### config.mk
export PLATFORM = sky130hd
export DESIGN_NAME = bspce_mul
export DESIGN_NICKNAME = d
export VERILOG_FILES = /design/src/sv/bspce_mul.sv
export SDC_FILE = /design/constraint.sdc
export NUM_CORES = 1
export LEC_CHECK = 0
export BUFFER_PORTS_ARGS = -buffer_cell sky130_fd_sc_hd__buf_2
export CAP_MARGIN = 30
export CORE_MARGIN = 1
export CORE_UTILIZATION = 35
export DETAILED_ROUTE_END_ITERATION = 12
export PLACE_DENSITY_LB_ADDON = 0.2
export SLEW_MARGIN = 20
export SYNTH_ARGS = -nofsm -noshare
export SYNTH_HDL_FRONTEND = slang
export SYNTH_SLANG_ARGS = --single-unit
### constraint.sdc
create_clock -name clk -period 19.9 [get_ports clk]
set_clock_uncertainty 0.2 [all_clocks]
set_input_delay 3.98 -clock clk [delete_from_list [all_inputs] [get_ports clk]]
set_output_delay 3.98 -clock clk [all_outputs]
set_load 0.05 [all_outputs]
### src/sv/bspce_mul.sv
// Shared signed multiplier with registered product.
`default_nettype none

module bspce_mul #(
  parameter int AW = 20,
  parameter int BW = 18
) (
  input  wire logic                     clk,
  input  wire logic signed [AW-1:0]     a,
  input  wire logic signed [BW-1:0]     b,
  output logic signed [AW+BW-1:0]       p_r
);

  always_ff @(posedge clk) begin
    p_r <= a * b;
  end

endmodule

`default_nettype wire

---- Yosys cells after proc, flatten, opt, wreduce, memory -nomap -nowiden ----
Index checks and enable logic that the tools add are counted.
cells by class
  multipliers ............................. 1
operators with widths
  operator                                        number
  20-bit by 18-bit multiplier with 38-bit output  1
storage, ports and cells
  register bits after elaboration ......... 38
  bits of input ports ..................... 39
  output and inout port bits .............. 38
  word-level logic and storage cells ...... 2

---- Longest topological paths before layout ----
  depth in word-level cells ............... 1
  mapped depth ............................ 24
  mapped depth without buffers ............ 23

---- Worst setup path after synthesis ----
Ideal clock, no wire load.
  kind .................................... input to register
  from .................................... input b[1]
  to ...................................... register p_r[36]
  arrival ................................. 9646 ps
  required time ........................... 19636 ps
  path slack .............................. 9990 ps
  stages on the path ...................... 23
  cells stage by stage .................... clkbuf_1 -> and2_1 -> fa_1 -> inv_1 -> fa_1 -> inv_1 -> ha_1 -> inv_1 -> fa_1 -> inv_1 -> fa_1 -> inv_1 -> fa_1 -> inv_1 -> ha_1 -> a21oi_1 -> nand2_1 -> a31oi_1 -> or3b_1 -> o21ai_2 -> a31oi_1 -> or4_1 -> nand4_1
between the ends
  cells in the longest elaborated chain, start to end .. 1
ends and longest elaborated chain
  item                                            line  text
  start: declaration                              10    input wire logic signed [BW-1:0] b,
  20-bit by 18-bit multiplier with 38-bit output  15    p_r <= a * b;
  end signal: assignment                          15
  end: declaration                                11    output logic signed [AW+BW-1:0] p_r
No other way between the ends.

---- Worst setup path in the final report ----
  from .................................... input a[15]
  to ...................................... register p_r[36]
between the ends
  cells in the longest elaborated chain, start to end .. 1
ends and longest elaborated chain
  item                                            line  text
  start: declaration                              9     input wire logic signed [AW-1:0] a,
  20-bit by 18-bit multiplier with 38-bit output  15
No other way between the ends.

==> results_dict.tcl <==
set metrics [dict create \
    fmax_ghz 0.0955 \
    cts_tree "done" \
    core_um2 39000 \
    placed_cells 2045 \
    drv_slew 0 \
    routed_wl_mm 35.8 \
    crit_required_ns 19.96 \
    synth_area_um2 14000 \
    cts_buffers 5 \
    yosysMostFrequentCell "inv_1" \
    final_antenna_net_count 0 \
    async_flop_share_pct 0 \
    synth_fp_nets 2003 \
    worstPathMaxFanout 18 \
    port_buffers 76 \
    cp.arrival_ns 10.54 \
    ios 77 \
    fp.dieW_um 202 \
    cp-startpoint "a[15]" \
    rows 72 \
    drcViolationCount 0 \
    fin_area_um2 15000 \
    area_growth_pct 7.09 \
    routedWlPerCell_um 17.4 \
    min_period_ns 10.47 \
    start_util_pct 35.8 \
    hold_violations 0 \
    rsz0062_at_grt "false" \
    fin_tns_setup_ns 0 \
    syn_inst 1506 \
    overflow 0 \
    htree_levels 2 \
    ys_ff_latch 38 \
    ctsResizeCount 0 \
    drt-initial-drc-count 461 \
    yosysTopAreaCell "fa_1" \
    grt_max_degree 21 \
    via_per_inst 4.71 \
    place_hpwl_mm 29.5 \
    clockBufferDepth 2 \
    ys_top_cells_by_area "fa_1 (52%), inv_1 (11%), ha_1 (8.7%)" \
    hp-class "input port to flop" \
    place_area_um2 14800 \
    hold_start "b[0]" \
    drt_pass1_iterations 5 \
    final-setup-viol-count 0 \
    finalCritPeriodShare_pct 52.6 \
    drive_gt1_share_pct 5.87 \
    synth-seq-area-share_pct 5.44 \
    timing.hold.ws_ns 3.92 \
    slew_headroom_pct 30.8 \
    antenna_found_initial 5 \
    regMostFlops "p_r" \
    root_buffer "clkbuf_16" \
    synth-edff-count 0 \
    worstMarginPinSlew_ns 1.04 \
    yosys.area.top_type_share_pct 51.7 \
    startpoint_type "input port" \
    ys.flop_type "dfxtp_1" \
    crit_path_end_kind "flop" \
    grt.total_usage_pct 19.1 \
    layoutNonFillerInstCount 2053 \
    vias 9666 \
    numClockSinks 38 \
    largest_reg_flops 38 \
    yosysWarnings 0 \
    worstSetupPathType "input port to flop" \
    path_clk_slew_ns 0.06 \
    die_h_um 202 \
    ys_types 46 \
    fin_nets 2031 \
    max-cap-violations 0 \
    cts_setup_buffers 0 \
    run_status "finished, final reports clean" \
    routabilityCongestion 0.833 \
    syn_avg_cell_area_um2 9.28 \
    dieArea_um2 40700 \
    largest_registers "p_r x38" \
    synth_common_cells "inv_1 (405), fa_1 (361), nand2_1 (178), and2_1 (174), ha_1 (97)" \
    grt_pass1_wl_mm 59.4 \
    grt_pass1_vias 10800 \
    holdBufCountCts 0 \
]
## cell families after synthesis
| family | after synthesis | share of synthesized area [%] |
|---|---|---|
| AO/OA/AOI/OAI | 95 | 4.47 |
| XOR/XNOR | 40 | 2.51 |
| adder cells (fa/ha/maj) | 458 | 60.4 |
| buffers and inverters | 463 | 12.5 |
| flip-flops | 38 | 5.44 |
| AND/OR/NAND/NOR | 412 | 14.7 |
## layout make-up
| type | instances | area, um^2 |
|---|---|---|
| Fill cell | 4011 | 24000 |
| Multi-Input combinational cell | 1005 | 11500 |
| Inverter | 406 | 1520 |
| Sequential cell | 38 | 761 |
| Tap cell | 518 | 648 |
| Timing Repair Buffer | 78 | 393 |
| Clock buffer | 6 | 139 |
| Clock inverter | 1 | 30.0 |
| Antenna cell | 1 | 2.50 |
## path summary, 6_finish.rpt
kind	to	slack, ns	depth (start not counted)
worst min-delay path	p_r[0]$_DFF_P_	3.92	2
worst max-delay path	p_r[36]$_DFF_P_	9.43	21
## critical path, stage by stage
cell	delay, ns
buf_2	0.37
and2_1	0.21
fa_1	0.44
fa_1	0.51
inv_1	0.05
fa_1	0.52
fa_1	0.54
inv_1	0.06
fa_1	0.53
inv_1	0.05
fa_1	0.48
inv_1	0.04
ha_1	0.38
a2111o_1	0.44
a31oi_1	0.28
o21ai_1	0.27
or3b_1	0.45
o21ai_2	0.23
a31oi_1	0.18
or4_1	0.43
nand4_1	0.09
## through the flow
step | utilization [%] | setup WS [ns]
6_report | 38.4 | 9.43
5_1_grt | 38.4 | 9.05
4_1_cts | 38.4 | 9.44
3_5_place_dp | 37.9 | 9.12
3_3_place_gp | 37.9 | 9.06
2_1_floorplan | - | 9.99
## cells in the final DEF, fill, tap and decap left out, types with 6 or more instances in the layout
cell	n
a211oi_1	7
a21o_1	11
a21oi_1	25
and2_1	174
buf_2	77
dfxtp_1	38
fa_1	361
ha_1	97
inv_1	405
nand2_1	178
nand2b_1	6
nand3_1	6
nor2_1	27
nor3_1	6
o21a_1	7
o21ai_0	14
o21bai_1	6
xnor2_1	31
xor2_1	9
## per-layer routing
| metal | global-route usage (%) | wire length [um] |
|---|---|---|
| met1 | 26.2 | 16300 |
| met2 | 30.3 | 16700 |
| met3 | 2.89 | 1410 |
| met4 | 7.52 | 1300 |
| met5 | 0 | 45 |
Power is not shown: default switching activity piles up to over one toggle a cycle in this logic, so the estimate is an artifact.
