==> config.mk <==
export PLATFORM = sky130hd
export DESIGN_NAME = bspce_div
export DESIGN_NICKNAME = d
export VERILOG_FILES = /design/src/sv/bspce_div.sv
export SDC_FILE = /design/constraint.sdc
export NUM_CORES = 1
export LEC_CHECK = 0
export ABC_AREA = 1
export BUFFER_PORTS_ARGS = -buffer_cell sky130_fd_sc_hd__buf_2
export CORE_UTILIZATION = 38
export CTS_BUF_LIST = sky130_fd_sc_hd__clkbuf_16
export DETAILED_ROUTE_END_ITERATION = 16
export HOLD_SLACK_MARGIN = 0.05
export SYNTH_ARGS = -nofsm -noshare
export SYNTH_HDL_FRONTEND = slang
export SYNTH_SLANG_ARGS = --single-unit
==> constraint.sdc <==
create_clock -name clk -period 4.32 [get_ports clk]
set_clock_uncertainty 0.2 [all_clocks]
set_input_delay 1.296 -clock clk [delete_from_list [all_inputs] [get_ports clk]]
set_output_delay 1.296 -clock clk [all_outputs]
set_load 0.01 [all_outputs]
==> src/sv/bspce_div.sv <==
// Shared restoring divider, one quotient bit per cycle.
`default_nettype none

module bspce_div #(
  parameter int NW = 38,
  parameter int DW = 16
) (
  input  wire logic          clk,
  input  wire logic          rst_n,
  input  wire logic          start,
  input  wire logic [NW-1:0] num,
  input  wire logic [DW-1:0] den,
  output logic               done_r,
  output logic [NW-1:0]      quo_r
);

  localparam int CW = $clog2(NW + 1);

  logic [DW:0]   rem_r;
  logic [DW-1:0] den_r;
  logic [CW-1:0] cnt_r;
  logic          run_r;
  logic [DW:0]   rem_sh;
  logic          qbit;
  logic [DW:0]   rem_nxt;

  always_comb begin
    rem_sh  = {rem_r[DW-1:0], quo_r[NW-1]};
    qbit    = (rem_sh >= {1'b0, den_r});
    rem_nxt = qbit ? (rem_sh - {1'b0, den_r}) : rem_sh;
  end

  always_ff @(posedge clk) begin
    if (!rst_n) begin
      run_r  <= 1'b0;
      done_r <= 1'b0;
      cnt_r  <= '0;
    end else begin
      done_r <= 1'b0;
      if (start) begin
        run_r <= 1'b1;
        cnt_r <= CW'(NW);
      end else if (run_r) begin
        cnt_r <= cnt_r - CW'(1);
        if (cnt_r == CW'(1)) begin
          run_r  <= 1'b0;
          done_r <= 1'b1;
        end
      end
    end
  end

  always_ff @(posedge clk) begin
    if (start) begin
      quo_r <= num;
      rem_r <= '0;
      den_r <= den;
    end else if (run_r) begin
      quo_r <= {quo_r[NW-2:0], qbit};
      rem_r <= rem_nxt;
    end
  end

endmodule

`default_nettype wire

Word-level counts from Yosys, hierarchy flattened
Index checks and enable logic that the tools add are counted.
- output and inout port bits: 39
- word-level logic and storage cells: 25
- input port bits: 57
- bits in registers: 78
- order comparisons: 1
- muxes and demuxes: 9
- add/sub/neg operators: 2
- reduce and logical (&&, ||, !) cells: 3
- bitwise gates (word level): 2
- eq/ne operators: 1
- operators by type and width (cell ; count):
    $mux 38 ; 2
    $ge 17x16->1 ; 1
    $mux 16 ; 1
    $sub 16x16->16 ; 1
    $mux 6 ; 2
    $eq 6x1->1 const B ; 1
    $sub 6x1->6 const B ; 1
    $mux 1 ; 4
    $reduce_or 3->1 ; 1
    $not 1->1 ; 2
    $reduce_bool 2->1 ; 1
    $reduce_or 2->1 ; 1

Longest topological paths before layout
Gate-level depths: netlist (run 1).
- depth in word-level cells: 4
- mapped depth: 14
- gate-level depth less buffers: 14

Least setup slack after synthesis (run 1)
OpenSTA, ideal clock, no wires.
- path type: input port to flip-flop
- from: in start
- to: reg quo_r[0], enable pin
- setup time: 0.397 ns
- buffers on the path: 0
- required time: 3.723 ns
- arrival time: 2.173 ns
- slack: 1.550 ns
- stages on the path: 2
- cells stage by stage: nor2_1 -> inv_1
- word-level cells in the longest chain between the ends: 1
- ends and longest elaborated chain (item ; line ; source):
    from (decl) ; 10 ; input wire logic start,
    $reduce_bool 2->1 (no source line) ; -- ;
    to (signal assigned) ; 55 ; quo_r <= num;
    to (signal assigned) ; 59 ; quo_r <= {quo_r[NW-2:0], qbit};
    to (decl) ; 14 ; output logic [NW-1:0] quo_r
Every way passes these cells.
A chain may end at the register's enable or synchronous reset.

Final worst setup path (run 1)
- from: in start
- to: reg quo_r[37], enable pin
Same word-level chain as after synthesis.

==> out/qor.yml, run 1 <==
logic_synthesis:
  synth_seq_cells: 78
  syn_inst: 550
  yosys.area_share.simple_pct: 32.4
  synthAdderAreaFrac_pct: 5.67
  synth_cell_types: 37
  syn_area_sq_um: 4320
  syn_area_per_cell_sq_um: 7.86
  syn-num-nets: 626
  synth_top_area_share_pct: 37.5
  yosys_warnings: 0
  synth_compound_area_share_pct: 3.68
  synth_xor_area_share_pct: 1.22
  seq_area_frac_synth_pct: 48.6
  synthTopCellsByArea: "edfxtp_1 (38%), nand2_1 (20%), dfxtp_1 (11%), inv_1 (6.7%), ha_1 (5.2%)"
  yosysTopAreaCell: "edfxtp_1"
  muxShareOfSynthArea_pct: 0
  synth_top_family_by_area: "simple AND/OR/NAND/NOR gates"
final_layout:
  layout_common_cells: "nand2_1 (233), buf_2 (95), inv_1 (79)"
  nNetsFinal: 725
  antenna_cells: 0
  drive_gt1_share_pct: 20.3
  final_common_cell: "nand2_1"
  area_growth_pct: 21.5
  fillerInstances: 1098
clocking:
  cts_tree: "done"
  holdBufCountCts: 0
  cts_made_buffers: 9
  htree_levels: 3
  clk_latency_ns: 0.33
  clk_pin_slew_ns: 0.06
  clockRootBuffer: "clkbuf_16"
  cts_setup_buffers: 0
  clkSinkCount: 78
  cts_buffer_depth: 2
  cts_resized: 0
global_route:
  track_usage_pct: 18.7
  antenna_found_initial: 0
  grt_first_pass_wirelength_um: 17000
  gr-total-overflow: 0
  grt_max_degree: 45
  grt_pass1_vias: 3655
min_path:
  hold_start: "rem_r[8]"
  hold_class: "reg -> reg"
  hold_depth: 2
  holdPathEnd: "rem_r[8]"
detailed_routing:
  drcViolationCount: 0
  ant_nets: 0
  drt_wl_total_um: 10200
  wire_per_inst_um: 12.8
  num_vias: 3796
  dr.pass1.iters: 4
  first_iter_violations: 171
  vias_per_cell: 4.78
timing:
  fmax_mhz: 350
  worst_pin_slew_ns: 0.694
  holdWs_ns: 0.280
  drv_slew: 0
  fin_crit_ns: 2.86
  hold_viol: 0
  period_share_pct: 66.1
  setup_viol: 0
  slew_headroom_pct: 53.6
  rsz0062_at_grt: "no"
  fin_tns_setup_ns: 0
run_status:
  status: "complete, no violations"
floorplanning:
  fp.coreArea_sq_um: 11000
  dieArea_sq_um: 11800
  die_y_um: 109
  top_level_ports: 96
  dieWidth_um: 109
  initial_core_util_pct: 39.4
  rows: 38
pwr:
  p_switching_uw: 477
  seqPwrFrac_pct: 46.8
  ir_drop_mv: 0.167
  p_sw_share_pct: 24.9
  comb_power_share_pct: 13.5
  pwr-share-clk_pct: 39.7
  p_leak_nw: 2.75
  powerDensity_nw_per_um2: 365
  power_mw: 1.92
  internal_power_mw: 1.44
critical_path:
  r2r-end: "rem_r[3]"
  cp_data_required_time_ns: 4.14
  startpoint_type: "input port"
  r2r-start: "den_r[9]"
  worstPathMaxFanout: 44
  worstSetupPathType: "in -> reg"
  endpoint_kind: "flip-flop"
  r2r_slack_ns: 1.97
  rr_worst_depth: 11
  cp.arrival_ns: 2.68
place:
  hpwlAfterDp_um: 7710
  io_buffers: 95
  gp_congestion: 0.867
run:
  max_cap_viol_count: 0
-- power groups by stage --
stage | Sequential [mW] | Clock, mW | Combinational, mW
finish | 0.898 | 0.761 | 0.259
global route | 0.905 | 0.802 | 0.292
CTS | 0.898 | 0.780 | 0.261
detailed placement | 0.911 | 0 | 0.261
global placement | 0.913 | 0 | 0.257
floorplan | 0.925 | 0 | 0.134
-- synth_stat cells, drive strengths merged --
cell type,n
and2,1
nand3,40
o21ai,10
clkinv,1
o31ai,1
nand4,4
edfxtp,54
fa,1
xor2,2
o21bai,1
nor3,8
a31oi,1
a21oi,12
nor2,27
nand3b,8
buf,6
inv,78
dfxtp,24
clkbuf,7
ha,18
xnor2,4
nor4,1
a221oi,1
nand2,239
o21a,1
-- sequential cells by signal, summed over array words and instances (netlist names) --
name    cells
run_r       1
quo_r      38
done_r      1
cnt_r       6
rem_r      16
den_r      16
-- metrics by stage --
stage | util, % | setup slack, ns | instance area, sq um | cells
2_1_floorplan | - | 1.55 | 4320 | 550
3_3_place_gp | 45.1 | 1.21 | 4950 | 778
3_5_place_dp | 45.1 | 1.14 | 4950 | 778
4_1_cts | 47.8 | 1.49 | 5250 | 794
5_1_grt | 47.8 | 1.25 | 5250 | 794
6_report | 47.8 | 1.46 | 5250 | 794
-- worst max path at each step --
stage / start / end / cells after the start
floorplan: start / quo_r[0] / 2
global placement: start / quo_r[16] / 5
detailed placement: start / quo_r[17] / 5
CTS: start / quo_r[25] / 5
global route: start / rem_r[3] / 6
finish: start / quo_r[37] / 5
-- logic make-up after synthesis --
family,Yosys count
AND/OR/NAND/NOR,328
buffers and inverters,92
flip-flops,78
AO/OA/AOI/OAI,27
adder cells (fa/ha/maj),19
XOR/XNOR,6
-- worst max-delay path, cell delays in order --
cell	delay [ns]
buf_2	0.12
buf_4	0.19
nor2_1	0.55
inv_1	0.15
buf_4	0.34
-- routing by layer --
layer,vias to the layer above,global-route usage (%),wire length (um)
met3,9,4.42,622
li1,1941,-,-
met4,0,5.79,104
met5,-,0,0
met2,115,28.5,4440
met1,1731,26.2,5010
-- layout make-up --
type	count	area [sq um]	area share (%)
repair buffers	101	520	9.91
flip-flops and latches	78	2100	40.0
clock buffers	10	250	4.76
multi-input cells	380	1860	35.3
clock inverters	6	53.8	1.02
well taps	140	175	3.33
inverters	79	297	5.64
Note: power is estimated with default switching activity, not from simulation.
==> run 2: changes to the inputs <==
Settings changed: ABC_AREA 1 to 0.
Clock period 4.32 ns to 2.8 ns, I/O delays scaled along.
==> out/qor.yml, run 2 <==
clocking:
  holdBufCountCts: 0  # unchanged
  clk_pin_slew_ns: 0.06  # about the same
  htree_levels: 3  # unchanged
  clockRootBuffer: "clkbuf_16"  # unchanged
  cts_tree: "done"  # unchanged
  clkSinkCount: 78  # unchanged
  cts_setup_buffers: 0  # unchanged
  cts_made_buffers: 9  # unchanged
  clk_latency_ns: 0.34  # was 0.33 ns
  cts_buffer_depth: 2  # unchanged
floorplanning:
  die_y_um: 104  # was 109 um
  top_level_ports: 96  # unchanged
  initial_core_util_pct: 39.6  # was 39.4%
  fp.coreArea_sq_um: 9910  # was 11000 sq um
  dieWidth_um: 104  # was 109 um
  rows: 36  # was 38
  dieArea_sq_um: 10700  # was 11800 sq um
place:
  io_buffers: 95  # unchanged
  hpwlAfterDp_um: 6170  # was 7710 um
  dpl_cell_area_sq_um: 4650  # was 4950 sq um
  gp_congestion: 0.843  # was 0.867
  dp.cells: 569  # was 778
detailed_routing:
  num_vias: 2958  # was 3796
  drt_wl_total_um: 8500  # was 10200 um
  ant_nets: 0  # unchanged
  vias_per_cell: 5.06  # was 4.78
  dr.pass1.iters: 4  # unchanged
  drcViolationCount: 0  # unchanged
  first_iter_violations: 113  # was 171
  wire_per_inst_um: 14.5  # was 12.8 um
pwr:
  ir_drop_mv: 0.348  # was 0.167 mV
  p_leak_nw: 2.08  # was 2.75 nW
  powerDensity_nw_per_um2: 628  # was 365 nW/um^2
critical_path:
  startpoint_type: "flip-flop"  # was input port
  worstSetupPathType: "reg -> reg"  # was in -> reg
  endpoint_kind: "flip-flop"  # unchanged
  cp_data_required_time_ns: 2.84  # was 4.14 ns
  cp.arrival_ns: 2.71  # was 2.68 ns
  worstPathMaxFanout: 18  # was 44
  rr_worst_depth: 9  # was 11
logic_synthesis:
  synth_seq_cells: 78  # unchanged
  synthTopCellsByArea: "edfxtp_1 (41%), dfxtp_1 (12%), mux2_2 (11%), ha_1 (5.7%), xnor2_1 (2.9%)"  # was edfxtp_1 (38%), nand2_1 (20%), dfxtp_1 (11%), inv_1 (6.7%), ha_1 (5.2%)
  synth_cell_types: 46  # was 37
  syn-num-nets: 416  # was 626
  yosysTopAreaCell: "edfxtp_1"  # unchanged
  synth.most_common_cell: "edfxtp_1"  # was nand2_1
  yosys_warnings: 0  # unchanged
  synth_ff_type: "edfxtp_1"  # unchanged
  seq_area_frac_synth_pct: 53.5  # was 48.6%
  synth-async-reset-ratio_pct: 0  # unchanged
  netlist_top_cells_count: "edfxtp_1 (54), mux2_2 (37), nor2_1 (27), inv_1 (26), dfxtp_1 (24)"  # was nand2_1 (233), inv_1 (77), edfxtp_1 (54), nand3_1 (36), dfxtp_1 (24)
  syn_inst: 340  # was 550
  syn_area_sq_um: 3930  # was 4320 sq um
  synth_top_area_share_pct: 41.3  # was 37.5%
  synth_edf_count: 54  # unchanged
  syn_area_per_cell_sq_um: 11.6  # was 7.86 sq um
final_layout:
  final_common_cell: "buf_2"  # was nand2_1
  nNetsFinal: 523  # was 725
  antenna_cells: 0  # unchanged
  regMostFlops: "quo_r"  # unchanged
  final_cell_area_sq_um: 4970  # was 5250 sq um
  finalNonFillerCells: 585  # was 794
  area_growth_pct: 26.5  # was 21.5%
  reg_top3: "quo_r (38), den_r (16), rem_r (16)"  # unchanged
  drive_gt1_share_pct: 37.4  # was 20.3%
  layout_common_cells: "buf_2 (95), edfxtp_1 (54), mux2_2 (37)"  # was nand2_1 (233), buf_2 (95), inv_1 (79)
  fillerInstances: 941  # was 1098
  largest_register_ffs: 38  # unchanged
min_path:
  hold_class: "reg -> reg"  # unchanged
  hold_depth: 2  # unchanged
timing:
  drv_slew: 0  # unchanged
  setup_viol: 0  # unchanged
  fin_crit_ns: 2.67
  period_share_pct: 95.2
  fin_tns_setup_ns: 0  # unchanged
  hold_viol: 0  # unchanged
  slew_headroom_pct: 63.7  # was 53.6%
  fmax_mhz: 375
  worst_pin_slew_ns: 0.543  # was 0.694 ns
  rsz0062_at_grt: "yes"  # was no
global_route:
  gr-total-overflow: 0  # unchanged
  grt_pass1_vias: 3002  # was 3655
  antenna_found_initial: 0  # unchanged
  track_usage_pct: 16.8  # was 18.7%
  grt_first_pass_wirelength_um: 14300  # was 17000 um
  grt_max_degree: 39  # was 45
run_status:
  status: "complete, no violations"  # unchanged
run:
  max_cap_viol_count: 0  # unchanged
==> run 2: cell types whose count changed in the layout (fill, tap and decap cells not counted), moves of 5 or more <==
cell	before	now
nand3_1	36	3
nor2_1	22	27
xnor2_1	4	13
nand2b_1	0	5
mux2_2	0	37
inv_1	79	26
o21ai_0	8	13
a21oi_1	10	20
a32oi_1	0	5
nand2_1	233	17
buf_4	6	13
a211oi_1	0	6
nand3b_1	8	2
==> run 2: worst paths after layout <==
check,from,end,slack (ns)
max,den_r[10],rem_r[5],0.13
min,rem_r[15],rem_r[15],0.28
max reg2reg,den_r[10],rem_r[5],0.13
min reg2reg,rem_r[15],rem_r[15],0.28
==> run 2: logic make-up after synthesis <==
| logic type | count (synthesis) | synth area share, % |
|---|---|---|
| xor+xnor | 15 | 3.35 |
| buf+inv | 40 | 4.11 |
| compound gates | 73 | 12.3 |
| fa+ha+maj | 19 | 6.24 |
| flops | 78 | 53.5 |
| mux | 40 | 11.4 |
| simple gates | 75 | 9.08 |
==> run 2: where the power goes <==
group	switching (mW)	internal, mW	total [mW]
registers	0.0522	1.35	1.40
clock network	0.497	0.700	1.20
logic	0.272	0.250	0.522
total	0.821	2.30	3.12
==> run 2: final cells by class <==
| cell class | instances | area (sq um) | share of cell area, % |
|---|---|---|---|
| inverter | 26 | 97.6 | 1.96 |
| tap | 133 | 166 | 3.35 |
| sequential | 78 | 2100 | 42.3 |
| multi-input combinational | 222 | 1690 | 33.9 |
| clock inverter | 7 | 78.8 | 1.59 |
| clock buffer | 9 | 225 | 4.53 |
| timing repair buffer | 110 | 613 | 12.3 |
==> run 2: repair_timing <==
item,4_1_cts,5_1_grt
hold endpoints to repair,0,0
setup endpoints to repair,0,8
gates resized for setup,0,6
==> run 2: metal layers <==
| metal | wire [um] | global-route usage [%] |
|---|---|---|
| met5 | 0 | 0 |
| met3 | 677 | 5.92 |
| met1 | 3910 | 21.6 |
| met4 | 170 | 6.63 |
| met2 | 3750 | 25.7 |
==> run 2: critical path: stages, from the launching register on <==
cell and delay (ns):
edfxtp_1 0.32, inv_1 0.04, ha_2 0.37, nand4_1 0.16
or4b_4 0.52, a31oi_2 0.18, a211oi_2 0.09, buf_12 0.17
o31a_1 0.29, a211oi_1 0.23
==> run 2: through the flow <==
stage               power, mW  setup slack [ns]  util (%)  hold slack, ns
floorplan                1.75             0.177         -           0.237
global placement         1.94             0.233      46.9           0.257
detailed placement       1.94             0.146      46.9           0.271
CTS                      3.16             0.113      50.0           0.286
global route             3.27          0.000816      50.2           0.305
finish                   3.12             0.133      50.2           0.280
==> run 3: changes to the inputs <==
Settings changed: CELL_PAD_IN_SITES_DETAIL_PLACEMENT set to 1, CELL_PAD_IN_SITES_GLOBAL_PLACEMENT set to 2, CORE_UTILIZATION 38 to 34, PLACE_DENSITY_LB_ADDON set to 0.1.
==> out/qor.yml, run 3 (synthesized netlist as in run 2, its figures left out) <==
final_layout:
  nNetsFinal: 521  # was 523
  fillerInstances: 1228  # was 941
  post-route-util_pct: 45.3  # was 50.2%
  reg_top3: "quo_r (38), den_r (16), rem_r (16)"  # unchanged
  drive_gt1_share_pct: 37.3  # was 37.4%
  final_cell_area_sq_um: 4990  # was 4970 sq um
  antenna_cells: 0  # unchanged
  layout_common_cells: "buf_2 (95), edfxtp_1 (54), mux2_2 (37)"  # unchanged
  area_growth_pct: 27.1  # was 26.5%
  largest_register_ffs: 38  # unchanged
  final_common_cell: "buf_2"  # unchanged
  regMostFlops: "quo_r"  # unchanged
critical_path:
  cp_data_required_time_ns: 2.84  # about the same
  worstSetupPathType: "reg -> reg"  # unchanged
  startpoint_type: "flip-flop"  # unchanged
  worstPathMaxFanout: 6  # was 18
  critical-path-max-stage-delay_ns: 0.49  # was 0.52 ns
  path_delay_family: "compound AO/OA/AOI/OAI gates"  # unchanged
  path_cells: "ha_2 -> nand4_1 -> or4b_1 -> a31oi_1 -> a211oi_2 -> buf_4 -> a311o_1 -> a311oi_2"  # was inv_1 -> ha_2 -> nand4_1 -> or4b_4 -> a31oi_2 -> a211oi_2 -> buf_12 -> o31a_1 -> a211oi_1
  cp.arrival_ns: 2.71  # about the same
  endpoint_kind: "flip-flop"  # unchanged
  critical_path_buf_inv_count: 1  # was 2
  slowest_stage: "or4b_1"  # was or4b_4
pwr:
  powerDensity_nw_per_um2: 623  # was 628 nW/um^2
  p_leak_nw: 2.08  # about the same
  ir_drop_mv: 0.358  # was 0.348 mV
  power_mw: 3.11  # was 3.12 mW
clocking:
  holdBufCountCts: 0  # unchanged
  clk_pin_slew_ns: 0.07  # was 0.06 ns
  cts_buffer_depth: 2  # unchanged
  cts_tree: "done"  # unchanged
  cts_made_buffers: 9  # unchanged
  clockRootBuffer: "clkbuf_16"  # unchanged
  cts_setup_buffers: 0  # unchanged
  htree_levels: 3  # unchanged
  clk_latency_ns: 0.34  # about the same
  clkSinkCount: 78  # unchanged
min_path:
  hold_class: "reg -> reg"  # unchanged
timing:
  fmax_mhz: 375  # about the same
  setup_viol: 0  # unchanged
  fin_crit_ns: 2.66  # was 2.67 ns
  hold_viol: 0  # unchanged
  worst_slack_ns: 0.136  # was 0.133 ns
  fin_tns_setup_ns: 0  # unchanged
  worst_pin_slew_ns: 0.553  # was 0.543 ns
  drv_slew: 0  # unchanged
  period_share_pct: 95.1  # was 95.2%
  slew_headroom_pct: 63.0  # was 63.7%
detailed_routing:
  drcViolationCount: 0  # unchanged
  wire_per_inst_um: 15.7  # was 14.5 um
  drt_wl_total_um: 9290  # was 8500 um
  dr.pass1.iters: 4  # unchanged
  first_iter_violations: 90  # was 113
  ant_nets: 0  # unchanged
  num_vias: 2947  # was 2958
  vias_per_cell: 4.99  # was 5.06
floorplanning:
  dieArea_sq_um: 12000  # was 10700 sq um
  initial_core_util_pct: 35.6  # was 39.6%
  dieWidth_um: 109  # was 104 um
  top_level_ports: 96  # unchanged
  die_y_um: 109  # was 104 um
  rows: 38  # was 36
  fp.coreArea_sq_um: 11000  # was 9910 sq um
place:
  dpl_cell_area_sq_um: 4640  # was 4650 sq um
  gp_congestion: 0.749  # was 0.843
  io_buffers: 95  # unchanged
  hpwlAfterDp_um: 6600  # was 6170 um
  dpl_worst_slack_ns: 0.0364  # was 0.146 ns
global_route:
  globalRouteMet1Util_pct: 21.2  # was 21.6%
  gr-total-overflow: 0  # unchanged
  grt_first_pass_wirelength_um: 15400  # was 14300 um
  grtUsageMet2_pct: 26.6  # was 25.7%
  track_usage_pct: 17.0  # was 16.8%
  grt_pass1_vias: 3137  # was 3002
  antenna_found_initial: 0  # unchanged
  busiest_layer: "met2"  # unchanged
  grt_max_degree: 73  # was 39
  met3_usage_pct: 7.23  # was 5.92%
run_status:
  status: "complete, no violations"  # unchanged
run:
  max_cap_viol_count: 0  # unchanged
==> run 3: cell count changes in the layout (fill, tap and decap cells not counted), sizes merged <==
cell / delta
buf: -2
clkinv: +4
clkinvlp: -3
inv: -1
==> run 3: through the flow <==
stage / hold WS [ns] / instances
after detailed placement: 0.265 / 574
after floorplan: 0.237 / 340
after global placement: 0.255 / 574
after global routing: 0.338 / 590
final: 0.282 / 590
after CTS: 0.280 / 590
==> run 3: what timing repair did <==
action                                 CTS  global route
endpoints found under the hold margin    0             0
gates resized for setup                  0            11
setup endpoints to repair                0             3
==> run 3: final timing paths <==
check                                from         to  slack (ns)  cells past startpoint
worst max-delay path             rem_r[9]   rem_r[7]        0.14                      8
worst min register to register  rem_r[15]  rem_r[15]        0.28                      2
worst min-delay path            rem_r[15]  rem_r[15]        0.28                      2
worst max register to register   rem_r[9]   rem_r[7]        0.14                      8
==> run 3: where the power goes <==
| part | internal, mW | total [mW] | switching (mW) |
|---|---|---|---|
| registers | 1.35 | 1.41 | 0.0552 |
| clock network | 0.686 | 1.17 | 0.480 |
| logic | 0.259 | 0.537 | 0.279 |
==> run 3: tightest hold or removal path: stages, from the launching register on <==
cell     delay (ns)
dfxtp_1        0.33
a32oi_1        0.06
o21ai_0        0.06
==> run 3: area by class of cell <==
| type | count | area, sq um | area share, % |
|---|---|---|---|
| inverter | 26 | 97.6 | 1.95 |
| sequential | 78 | 2100 | 42.1 |
| multi-input combinational | 222 | 1730 | 34.7 |
| clock inverter | 7 | 65.1 | 1.30 |
| tap | 140 | 175 | 3.51 |
| timing repair buffer | 108 | 598 | 12.0 |
| clock buffer | 9 | 225 | 4.51 |
==> run 3: routing by layer <==
layer / wire, um / part of all wire [%]
met5: 0 / 0
met3: 643 / 6.9
met1: 4270 / 46
met2: 4310 / 46
met4: 63 / 0.68
